`src/rtl/core/wal_pkg.sv`:
```
`timescale 1ns / 1ps

package wal_pkg;

  localparam int TIME_W      = 31;
  localparam int COUNT_W     = 16;
  localparam int CFG_DATA_W  = 31;
  localparam int CFG_INDEX_W = 2;
  localparam int WHY_W       = 3;

  localparam logic [CFG_INDEX_W-1:0] REG_WINDOW_LENGTH   = 2'd0;
  localparam logic [CFG_INDEX_W-1:0] REG_WINDOW_QUOTA    = 2'd1;
  localparam logic [CFG_INDEX_W-1:0] REG_MINIMUM_GAP     = 2'd2;
  localparam logic [CFG_INDEX_W-1:0] REG_COOLDOWN_LENGTH = 2'd3;

  localparam logic [TIME_W-1:0]  RESET_WINDOW_LENGTH   = 31'd10000;
  localparam logic [COUNT_W-1:0] RESET_WINDOW_QUOTA    = 16'd3;
  localparam logic [TIME_W-1:0]  RESET_MINIMUM_GAP     = 31'd500;
  localparam logic [TIME_W-1:0]  RESET_COOLDOWN_LENGTH = 31'd3000;

  typedef enum logic [WHY_W-1:0] {
    WHY_NONE     = 3'd0,
    WHY_MAINT    = 3'd1,
    WHY_COOLDOWN = 3'd2,
    WHY_GAP      = 3'd3,
    WHY_WINDOW   = 3'd4
  } why_t;

  typedef struct packed {
    logic [TIME_W-1:0]  window_length;
    logic [COUNT_W-1:0] window_quota;
    logic [TIME_W-1:0]  minimum_gap;
    logic [TIME_W-1:0]  cooldown_length;
  } cfg_t;

  typedef struct packed {
    logic [TIME_W-1:0]  window_begin;
    logic [COUNT_W-1:0] window_count;
    logic [TIME_W-1:0]  last_accept_time;
    logic               last_accept_valid;
    logic [TIME_W:0]    cooldown_end;
  } state_t;

  typedef struct packed {
    logic [TIME_W-1:0] timestamp;
    logic              maintenance;
    logic              emergency;
  } req_t;

  typedef struct packed {
    logic accepted;
    why_t why;
  } verdict_t;

endpackage

```
`src/rtl/core/wal_req_if.sv`:
```
`timescale 1ns / 1ps

interface wal_req_if;
  logic                      valid;
  logic                      ready;
  logic [wal_pkg::TIME_W-1:0] timestamp;
  logic                      maintenance;
  logic                      emergency;

  modport source (output valid, output timestamp, output maintenance, output emergency,
                  input ready);
  modport sink (input valid, input timestamp, input maintenance, input emergency,
                output ready);
endinterface

```
`src/rtl/core/wal_res_if.sv`:
```
`timescale 1ns / 1ps

interface wal_res_if;
  logic                      valid;
  logic                      ready;
  logic                      accepted;
  logic [wal_pkg::WHY_W-1:0] why;

  modport source (output valid, output accepted, output why, input ready);
  modport sink (input valid, input accepted, input why, output ready);
endinterface

```
`src/rtl/core/wal_judge.sv`:
```
`timescale 1ns / 1ps

module wal_judge (
  input  wal_pkg::req_t     item,
  input  wal_pkg::state_t   st,
  input  wal_pkg::cfg_t     cfg,
  output wal_pkg::verdict_t verdict,
  output wal_pkg::state_t   st_next
);

  logic [wal_pkg::TIME_W:0]    now_ext;
  logic [wal_pkg::TIME_W:0]    window_end;
  logic [wal_pkg::TIME_W:0]    gap_end;
  logic                        roll;
  logic                        gap_short;
  logic [wal_pkg::COUNT_W-1:0] count_eff;

  always_comb begin
    now_ext    = {1'b0, item.timestamp};
    window_end = {1'b0, st.window_begin} + {1'b0, cfg.window_length};
    gap_end    = {1'b0, st.last_accept_time} + {1'b0, cfg.minimum_gap};
    roll       = now_ext >= window_end;
    gap_short  = st.last_accept_valid && (now_ext < gap_end);
    count_eff  = roll ? '0 : st.window_count;

    st_next              = st;
    st_next.window_count = count_eff;
    if (roll) begin
      st_next.window_begin = item.timestamp;
    end

    verdict.accepted = 1'b0;
    priority if (item.maintenance && !item.emergency) begin
      verdict.why = wal_pkg::WHY_MAINT;
    end else if (now_ext < st.cooldown_end) begin
      verdict.why = wal_pkg::WHY_COOLDOWN;
    end else if (gap_short) begin
      verdict.why = wal_pkg::WHY_GAP;
    end else if (count_eff >= cfg.window_quota) begin
      verdict.why          = wal_pkg::WHY_WINDOW;
      st_next.cooldown_end = now_ext + {1'b0, cfg.cooldown_length};
    end else begin
      verdict.why               = wal_pkg::WHY_NONE;
      verdict.accepted          = 1'b1;
      st_next.last_accept_time  = item.timestamp;
      st_next.last_accept_valid = 1'b1;
      st_next.window_count      = count_eff + 1'b1;
    end
  end

endmodule

```
`src/rtl/core/windowed_admission_limiter.sv`:
```
`timescale 1ns / 1ps

// Fixed-window admission limiter. Each request transfer yields exactly one result transfer
// carrying accepted and a reason code, in request order. A request is registered on entry and
// judged from that register against the window, gap and cooldown state, which is updated
// at the same edge that loads the result register; the next request therefore sees the new
// state at once. The block sustains one request per cycle, passing each through the item
// register and then the result register, and only a stalled result side slows it down.
// Configuration writes take effect at the next edge and are meant for idle periods.

module windowed_admission_limiter (
  input  logic                               clk,
  input  logic                               rst,
  wal_req_if.sink                            req,
  wal_res_if.source                          res,
  input  logic                               cfg_we,
  input  logic [wal_pkg::CFG_INDEX_W-1:0]    cfg_index,
  input  logic [wal_pkg::CFG_DATA_W-1:0]     cfg_data
);

  wal_pkg::cfg_t     cfg;
  wal_pkg::state_t   st;
  wal_pkg::state_t   st_next;
  wal_pkg::req_t     item;
  wal_pkg::verdict_t verdict;
  logic              item_valid;
  logic              advance;

  assign advance   = item_valid && (!res.valid || res.ready);
  assign req.ready = !item_valid || advance;

  always_ff @(posedge clk) begin
    if (rst) begin
      cfg.window_length   <= wal_pkg::RESET_WINDOW_LENGTH;
      cfg.window_quota    <= wal_pkg::RESET_WINDOW_QUOTA;
      cfg.minimum_gap     <= wal_pkg::RESET_MINIMUM_GAP;
      cfg.cooldown_length <= wal_pkg::RESET_COOLDOWN_LENGTH;
    end else if (cfg_we) begin
      unique case (cfg_index)
        wal_pkg::REG_WINDOW_LENGTH: begin
          cfg.window_length <= cfg_data[wal_pkg::TIME_W-1:0];
        end
        wal_pkg::REG_WINDOW_QUOTA: begin
          cfg.window_quota <= cfg_data[wal_pkg::COUNT_W-1:0];
        end
        wal_pkg::REG_MINIMUM_GAP: begin
          cfg.minimum_gap <= cfg_data[wal_pkg::TIME_W-1:0];
        end
        wal_pkg::REG_COOLDOWN_LENGTH: begin
          cfg.cooldown_length <= cfg_data[wal_pkg::TIME_W-1:0];
        end
      endcase
    end
  end

  always_ff @(posedge clk) begin
    if (rst) begin
      item_valid <= 1'b0;
    end else if (req.ready) begin
      item_valid <= req.valid;
    end
  end

  always_ff @(posedge clk) begin
    if (req.valid && req.ready) begin
      item.timestamp   <= req.timestamp;
      item.maintenance <= req.maintenance;
      item.emergency   <= req.emergency;
    end
  end

  wal_judge u_judge (
    .item    (item),
    .st      (st),
    .cfg     (cfg),
    .verdict (verdict),
    .st_next (st_next)
  );

  always_ff @(posedge clk) begin
    if (rst) begin
      st <= '0;
    end else if (advance) begin
      st <= st_next;
    end
  end

  always_ff @(posedge clk) begin
    if (rst) begin
      res.valid <= 1'b0;
    end else if (advance) begin
      res.valid <= 1'b1;
    end else if (res.ready) begin
      res.valid <= 1'b0;
    end
  end

  always_ff @(posedge clk) begin
    if (advance) begin
      res.accepted <= verdict.accepted;
      res.why      <= verdict.why;
    end
  end

`ifndef SYNTHESIS
  a_accept_records: assert property (@(posedge clk) disable iff (rst)
    (advance && verdict.accepted) |=>
      (st.last_accept_valid && st.last_accept_time == $past(item.timestamp)))
    else $error("accepted request did not record its time");

  a_limit_cooldown: assert property (@(posedge clk) disable iff (rst)
    (advance && verdict.why == wal_pkg::WHY_WINDOW) |=>
      (st.cooldown_end == $past({1'b0, item.timestamp} + {1'b0, cfg.cooldown_length})))
    else $error("window limit did not restart the cooldown");

  a_stall_blocks: assert property (@(posedge clk) disable iff (rst)
    (item_valid && res.valid && !res.ready) |-> !req.ready)
    else $error("request taken while both stages are stalled");

  a_result_code: assert property (@(posedge clk) disable iff (rst)
    advance |=> (res.accepted == (res.why == wal_pkg::WHY_NONE)))
    else $error("result flag and reason code disagree");
`endif

endmodule
```
`src/flat_wrapper.sv`:
```
// flat-port wrapper written by rule: the top's interface ports become plain ports
module windowed_admission_limiter_flat 
  (clk, rst, cfg_we, cfg_index, cfg_data, req_valid, req_timestamp, req_maintenance, req_emergency, req_ready, res_valid, res_accepted, res_why, res_ready);
  wal_req_if req_i ();
  wal_res_if res_i ();
  input  logic clk;
  input  logic rst;
  input  logic cfg_we;
  input  logic [wal_pkg::CFG_INDEX_W-1:0] cfg_index;
  input  logic [wal_pkg::CFG_DATA_W-1:0] cfg_data;
  input wire logic [$bits(req_i.valid)-1:0] req_valid;
  input wire logic [$bits(req_i.timestamp)-1:0] req_timestamp;
  input wire logic [$bits(req_i.maintenance)-1:0] req_maintenance;
  input wire logic [$bits(req_i.emergency)-1:0] req_emergency;
  output wire logic [$bits(req_i.ready)-1:0] req_ready;
  output wire logic [$bits(res_i.valid)-1:0] res_valid;
  output wire logic [$bits(res_i.accepted)-1:0] res_accepted;
  output wire logic [$bits(res_i.why)-1:0] res_why;
  input wire logic [$bits(res_i.ready)-1:0] res_ready;
  assign req_i.valid = req_valid;
  assign req_i.timestamp = req_timestamp;
  assign req_i.maintenance = req_maintenance;
  assign req_i.emergency = req_emergency;
  assign req_ready = req_i.ready;
  assign res_valid = res_i.valid;
  assign res_accepted = res_i.accepted;
  assign res_why = res_i.why;
  assign res_i.ready = res_ready;
  windowed_admission_limiter u_core (.clk(clk), .rst(rst), .req(req_i), .res(res_i), .cfg_we(cfg_we), .cfg_index(cfg_index), .cfg_data(cfg_data));
endmodule
```
`config.mk`:
```
export PLATFORM = sky130hd
export DESIGN_NAME = windowed_admission_limiter_flat
export DESIGN_NICKNAME = d
export VERILOG_FILES = /design/src/rtl/core/wal_pkg.sv /design/src/rtl/core/wal_req_if.sv /design/src/rtl/core/wal_res_if.sv /design/src/rtl/core/wal_judge.sv /design/src/rtl/core/windowed_admission_limiter.sv /design/src/flat_wrapper.sv
export SDC_FILE = /design/constraint.sdc
export NUM_CORES = 1
export LEC_CHECK = 0
export BUFFER_PORTS_ARGS = -buffer_cell sky130_fd_sc_hd__clkbuf_2
export CORE_UTILIZATION = 41
export CTS_BUF_LIST = sky130_fd_sc_hd__clkbuf_4 sky130_fd_sc_hd__clkbuf_8 sky130_fd_sc_hd__clkbuf_16
export DETAILED_ROUTE_END_ITERATION = 12
export HOLD_SLACK_MARGIN = 0.1
export SLEW_MARGIN = 20
export SYNTH_ARGS = -nofsm -noshare
export SYNTH_HDL_FRONTEND = slang
export SYNTH_SLANG_ARGS = --single-unit
export TNS_END_PERCENT = 20
```
`constraint.sdc`:
```
create_clock -name clk -period 11.21 [get_ports clk]
set_clock_uncertainty 0.2 [all_clocks]
set_input_delay 0.5605 -clock clk [delete_from_list [all_inputs] [get_ports clk]]
set_output_delay 0.5605 -clock clk [all_outputs]
set_load 0.03 [all_outputs]
```
Word-level counts from Yosys, hierarchy flattened
Index checks and enable logic that the tools add are counted.
W data, S select, Z words.

operators by class
  multiplexer cells = 12
  reduce and logical (&&, ||, !) cells = 19
  equality and inequality tests = 3
  bitwise logic cells = 4
  $add $sub $neg = 4
  $lt $le $gt $ge = 4

operators by type and width
  kind                     number
  $mux W80                 3
  $add A31 B31 Y32         3
  $lt A31 B32 Y1           2
  $mux W48                 1
  $ge A31 B32 Y1           1
  $mux W32                 1
  $add A16 B1 Y16 const B  1
  $ge A16 B16 Y1           1
  $mux W16                 1
  $reduce_and A2 Y1        5
  $reduce_and A5 Y1        2
  $eq A2 B2 Y1 const B     2
  $logic_and A1 B1 Y1      4
  $mux W2                  2
  $not A1 Y1               4
  $logic_not A1 Y1         3
  $mux W1                  3
  $mux W3                  1
  $reduce_or A3 Y1         1
  $eq A2 B1 Y1 const B     1
  $logic_not A2 Y1         1
  $logic_or A1 B1 Y1       2
  $reduce_bool A2 Y1       1

storage, ports and cells
  input bits = 71
  output and inout bits = 6
  register bits after elaboration = 259

Logic depth before layout (Yosys ltp)
  depth after elaboration = 8
  gate-level depth with buffers = 37

Cells and area by module
Synthesis repeated with hierarchy kept, for this count alone.

unflattened totals
  cells, all modules = 2,192
  area, all modules = 18,889.4 um^2

by module, submodules not included
  module                      cells each  area each (um^2)  instances
  windowed_admission_limiter  1,007       9,980.8           1
  wal_judge                   1,185       8,908.5           1

Worst setup path after synthesis
No wires, ideal clock.

  kind = register -> register
  start = register, netlist name u_core.st[80]
  end = register, netlist name u_core.st[75]
  setup slack = 4,362 ps
  arrival = 6,525 ps
  cell stages (with the launch flop) = 34
  path buffers = 2
  data required time = 10,887 ps
  cell sequence = dfxtp_1 -> ha_1 -> inv_1 -> fa_1 -> nor2b_1 -> o31a_1 -> o41ai_1 -> a31oi_1 -> a221oi_1 -> o21bai_1 -> nor2_1 -> nor2b_1 -> nor2_1 -> xor2_1 -> ha_1 -> nand4_1 -> nor4_1 -> a31o_2 -> a21oi_1 -> nor3_1 -> buf_2 -> clkbuf_1 -> nor2_1 -> ha_1 -> a21oi_1 -> nor2b_1 -> o21ai_0 -> a21oi_1 -> nor4_1 -> a21oi_1 -> or4_1 -> nor3_2 -> nand3_1 -> mux2_1

on the way
  cells in the longest elaborated chain, start to end = 8
  elaborated cells on any way between the ends = 9

RTL lines
  item                                               RTL line                          RTL
  $add A31 B31 Y32 (*)                               wal_judge.sv:20                   window_end = {1'b0, st.window_begin} + {1'b0, cfg.window_length};
  $ge A31 B32 Y1 (*)                                 wal_judge.sv:22                   roll = now_ext >= window_end;
  $mux W16 (*)                                       wal_judge.sv:24                   count_eff = roll ? '0 : st.window_count;
  $add A16 B1 Y16 or $ge A16 B16 Y1 (tied branches)  wal_judge.sv:47, wal_judge.sv:39
  $mux W48                                           wal_judge.sv:39                   end else if (count_eff >= cfg.window_quota) begin
  $mux W80                                           wal_judge.sv:37                   end else if (gap_short) begin
  $mux W80                                           wal_judge.sv:35                   end else if (now_ext < st.cooldown_end) begin
  $mux W80 (*)                                       wal_judge.sv:33                   priority if (item.maintenance && !item.emergency) begin

Every way passes the cells marked *; elsewhere a longest branch is shown, timed or not.
A chain may end at the register's enable or synchronous reset.

Worst setup path after layout
  start = register, netlist name u_core.st[80]
  end = register, netlist name u_core.st[55]

on the way
  cells in the longest elaborated chain, start to end = 6

RTL lines
  item                         RTL line
  $add A31 B31 Y32             wal_judge.sv:20
  $ge A31 B32 Y1               wal_judge.sv:22
  $mux W16                     wal_judge.sv:24
  $ge A16 B16 Y1               wal_judge.sv:39
  $not A1 Y1 (no line)         --
  $reduce_and A5 Y1 (no line)  --

No other way between the ends.

==> qor.yml <==
layout_commonest_cell: "nand2_1"
post-dp-hpwl_um: 32400
grt_setup_unrepaired: "false"
synth_edf_count: 37
avgSynthCellArea_um2: 8.65
post-route-drc-count: 0
dpl_worst_slack_ns: 2.61
cts_tree: "yes"
p_int_mw: 1.83
clock_latency_ns: 0.53
synthSimpleGateAreaFrac_pct: 17.5
switching_share_pct: 27.0
synthMuxAreaShare_pct: 5.76
comb_power_share_pct: 14.9
cts.path.max_buffers: 3
initial_core_util_pct: 41.9
relSlewSlack_pct: 34.1
cts.sinks: 259
io_pins: 77
worst_pin_slew_ns: 0.989
vias_per_cell: 5.47
slowest_stage: "or4_1"
nets: 2256
crit_required_ns: 11.37
grt_max_degree: 119
start_kind: "register"
ys_seq_area_share_pct: 34.1
final_cell_mix: "nand2_1, dfxtp_1, ha_1, a21oi_1, nor2_1"
htree_levels: 2
post-route-period-util_pct: 77.7
worst_path_largest_cell_delay_ns: 0.69
hold_viol: 0
syn_nets: 2160
grt_pass1_vias: 13400
fin_area_um2: 18700
area_delta_synth_final_pct: 14.6
cts_made_buffers: 34
dpl_cell_area_um2: 17100
worst_slack_ns: 2.50
die_x_um: 201
cts_root_buf: "clkbuf_16"
p_seq_share_pct: 40.3
p_sw_mw: 0.679
yosys.area_share.adder_pct: 15.8
antennaDiodeCount: 0
min_period_ns: 8.71
hold_path.class: "in -> reg"
synthArstFlopShare_pct: 0
drv_slew: 0
ys_warn_count: 0
power.share.clock_pct: 44.8
critPathMaxFanout: 20
leakagePower_nw: 7.91
grt_overflow: 0
synth_area_um2: 16300
coreArea_um2: 38900
p_per_area_nw_per_um2: 134
ys.flop_type: "dfxtp_1"
clkTransAtPathRegs_ns: 0.06
first_pass_iters: 5
worstSetupPathType: "reg -> reg"
synth_top_family_by_area: "compound AO/OA/AOI/OAI gates"
die_h_um: 201
synth-xor-area-share_pct: 4.24
drive_above_1_share_pct: 9.82
critPathArrivalTime_ns: 8.88
end_kind: "register"
grt_pass1_wl_um: 72400
power_mw: 2.51
fmax_mhz: 115
cap_violations: 0
antenna_left: 0
gp_congestion: 0.882
yosysUniqueCellTypes: 81
antenna_found_initial: 0
dr_total_vias: 13800
ys_ff_latch: 259
setup_violations: 0
drt_iter0_markers: 701
portBuffers: 76
synth_compound_area_share_pct: 18.6
die_area_um2: 40600
syn_inst: 1885
finalWirelength_um: 45600
fin_tns_setup_ns: 0
num_rows: 72
status: "completed"
grt_usage_pct: 22.4
wl_per_cell_um: 18.1
ctsResizeCount: 0
peakVddDrop_mv: 0.120
==> per-stage QoR <==
step                hold WS, ns  utilization (%)  cells
detailed placement        0.249             43.9   2420
global route              0.118             48.0   2525
floorplan                 0.236                -   1885
finish                    0.116             48.0   2525
CTS                       0.103             48.0   2524
global placement          0.246             43.9   2420
==> synthesized netlist by cell type (5+ instances only) <==
master / number / area share (%)
and2_1: 7 / 0.27
o211ai_1: 10 / 0.46
a31o_2: 11 / 0.59
a21oi_1: 199 / 6.1
nor3_1: 20 / 0.61
nand2b_1: 15 / 0.58
a21o_1: 63 / 2.9
o2111ai_1: 5 / 0.27
ha_1: 201 / 15
edfxtp_1: 37 / 6.8
nand3_1: 46 / 1.4
nand4_1: 23 / 0.88
a2111oi_0: 5 / 0.27
a31oi_1: 12 / 0.46
a211oi_1: 11 / 0.51
o21bai_1: 11 / 0.51
xnor2_1: 38 / 2.0
nand2_1: 281 / 6.5
o21ai_0: 67 / 2.1
and3_1: 16 / 0.61
nor2_1: 162 / 3.7
xor2_1: 41 / 2.2
mux2i_1: 86 / 5.3
clkbuf_1: 55 / 1.3
nor2b_1: 35 / 1.3
buf_6: 5 / 0.35
dfxtp_1: 222 / 27
o21a_1: 17 / 0.78
inv_1: 75 / 1.7
==> routing by layer <==
| layer | track usage (%) | routed length [um] |
|---|---|---|
| met5 | 0 | 0 |
| met3 | 2.79 | 1900 |
| met1 | 28.3 | 20600 |
| met4 | 6.30 | 1110 |
| met2 | 39.8 | 22000 |
==> state kept, by name (all words and copies together), names as in the netlist <==
name / count
u_core.res.why: 3
u_core.cfg: 109
u_core.item: 33
u_core.item_valid: 1
u_core.res.valid: 1
u_core.st: 111
u_core.res.accepted: 1
==> power by group through the flow <==
stage          clock (mW)  sequential [mW]  combinational, mW
2_1_floorplan           0             1.02              0.260
5_1_grt              1.19             1.02              0.417
6_report             1.13             1.01              0.374
4_1_cts              1.15             1.01              0.372
3_5_place_dp            0             1.03              0.358
3_3_place_gp            0             1.03              0.350
==> cell type report <==
class,instances,area (um^2)
fillers,3767,20200
flip-flops and latches,259,5560
clock inverters,11,106
well taps,518,648
inverters,76,287
multi-input cells,1480,10100
clock buffers,51,1060
repair buffers,130,910
==> path summary, 6_finish.rpt <==
kind	start	endpoint	slack, ns	depth (start not counted)
hold / removal	cfg_data[17]	u_core.cfg[95]	0.12	3
hold reg to reg	u_core.cfg[73]	u_core.cfg[73]	0.25	2
setup reg to reg	u_core.st[80]	u_core.st[55]	2.50	32
setup / recovery	u_core.st[80]	u_core.st[55]	2.50	32
==> kinds of logic after synthesis <==
| family | after synthesis |
|---|---|
| buffers and inverters | 146 |
| multiplexers | 93 |
| AO/OA/AOI/OAI | 469 |
| AND/OR/NAND/NOR | 635 |
| flip-flops | 259 |
| adder cells (fa/ha/maj) | 204 |
| XOR/XNOR | 79 |
==> timing repair <==
action / in CTS / in global routing
hold buffers: 42 / 0
hold endpoints to repair: 54 / 0
buffers inserted: 0 / 0
==> critical path, delay by kind of cell, from the launching register on <==
| family | cells | cell delay [ns] |
|---|---|---|
| DFF | 1 | 0.31 |
| muxes | 1 | 0.24 |
| xor gates and xnor gates | 1 | 0.18 |
| AOI/OAI and AO/OA | 14 | 3.31 |
| buffers and inverters | 3 | 0.78 |
| and+or+nand+nor | 9 | 2.48 |
| adders and majority gates | 4 | 1.03 |
Note: power is estimated with default switching activity, not from simulation.
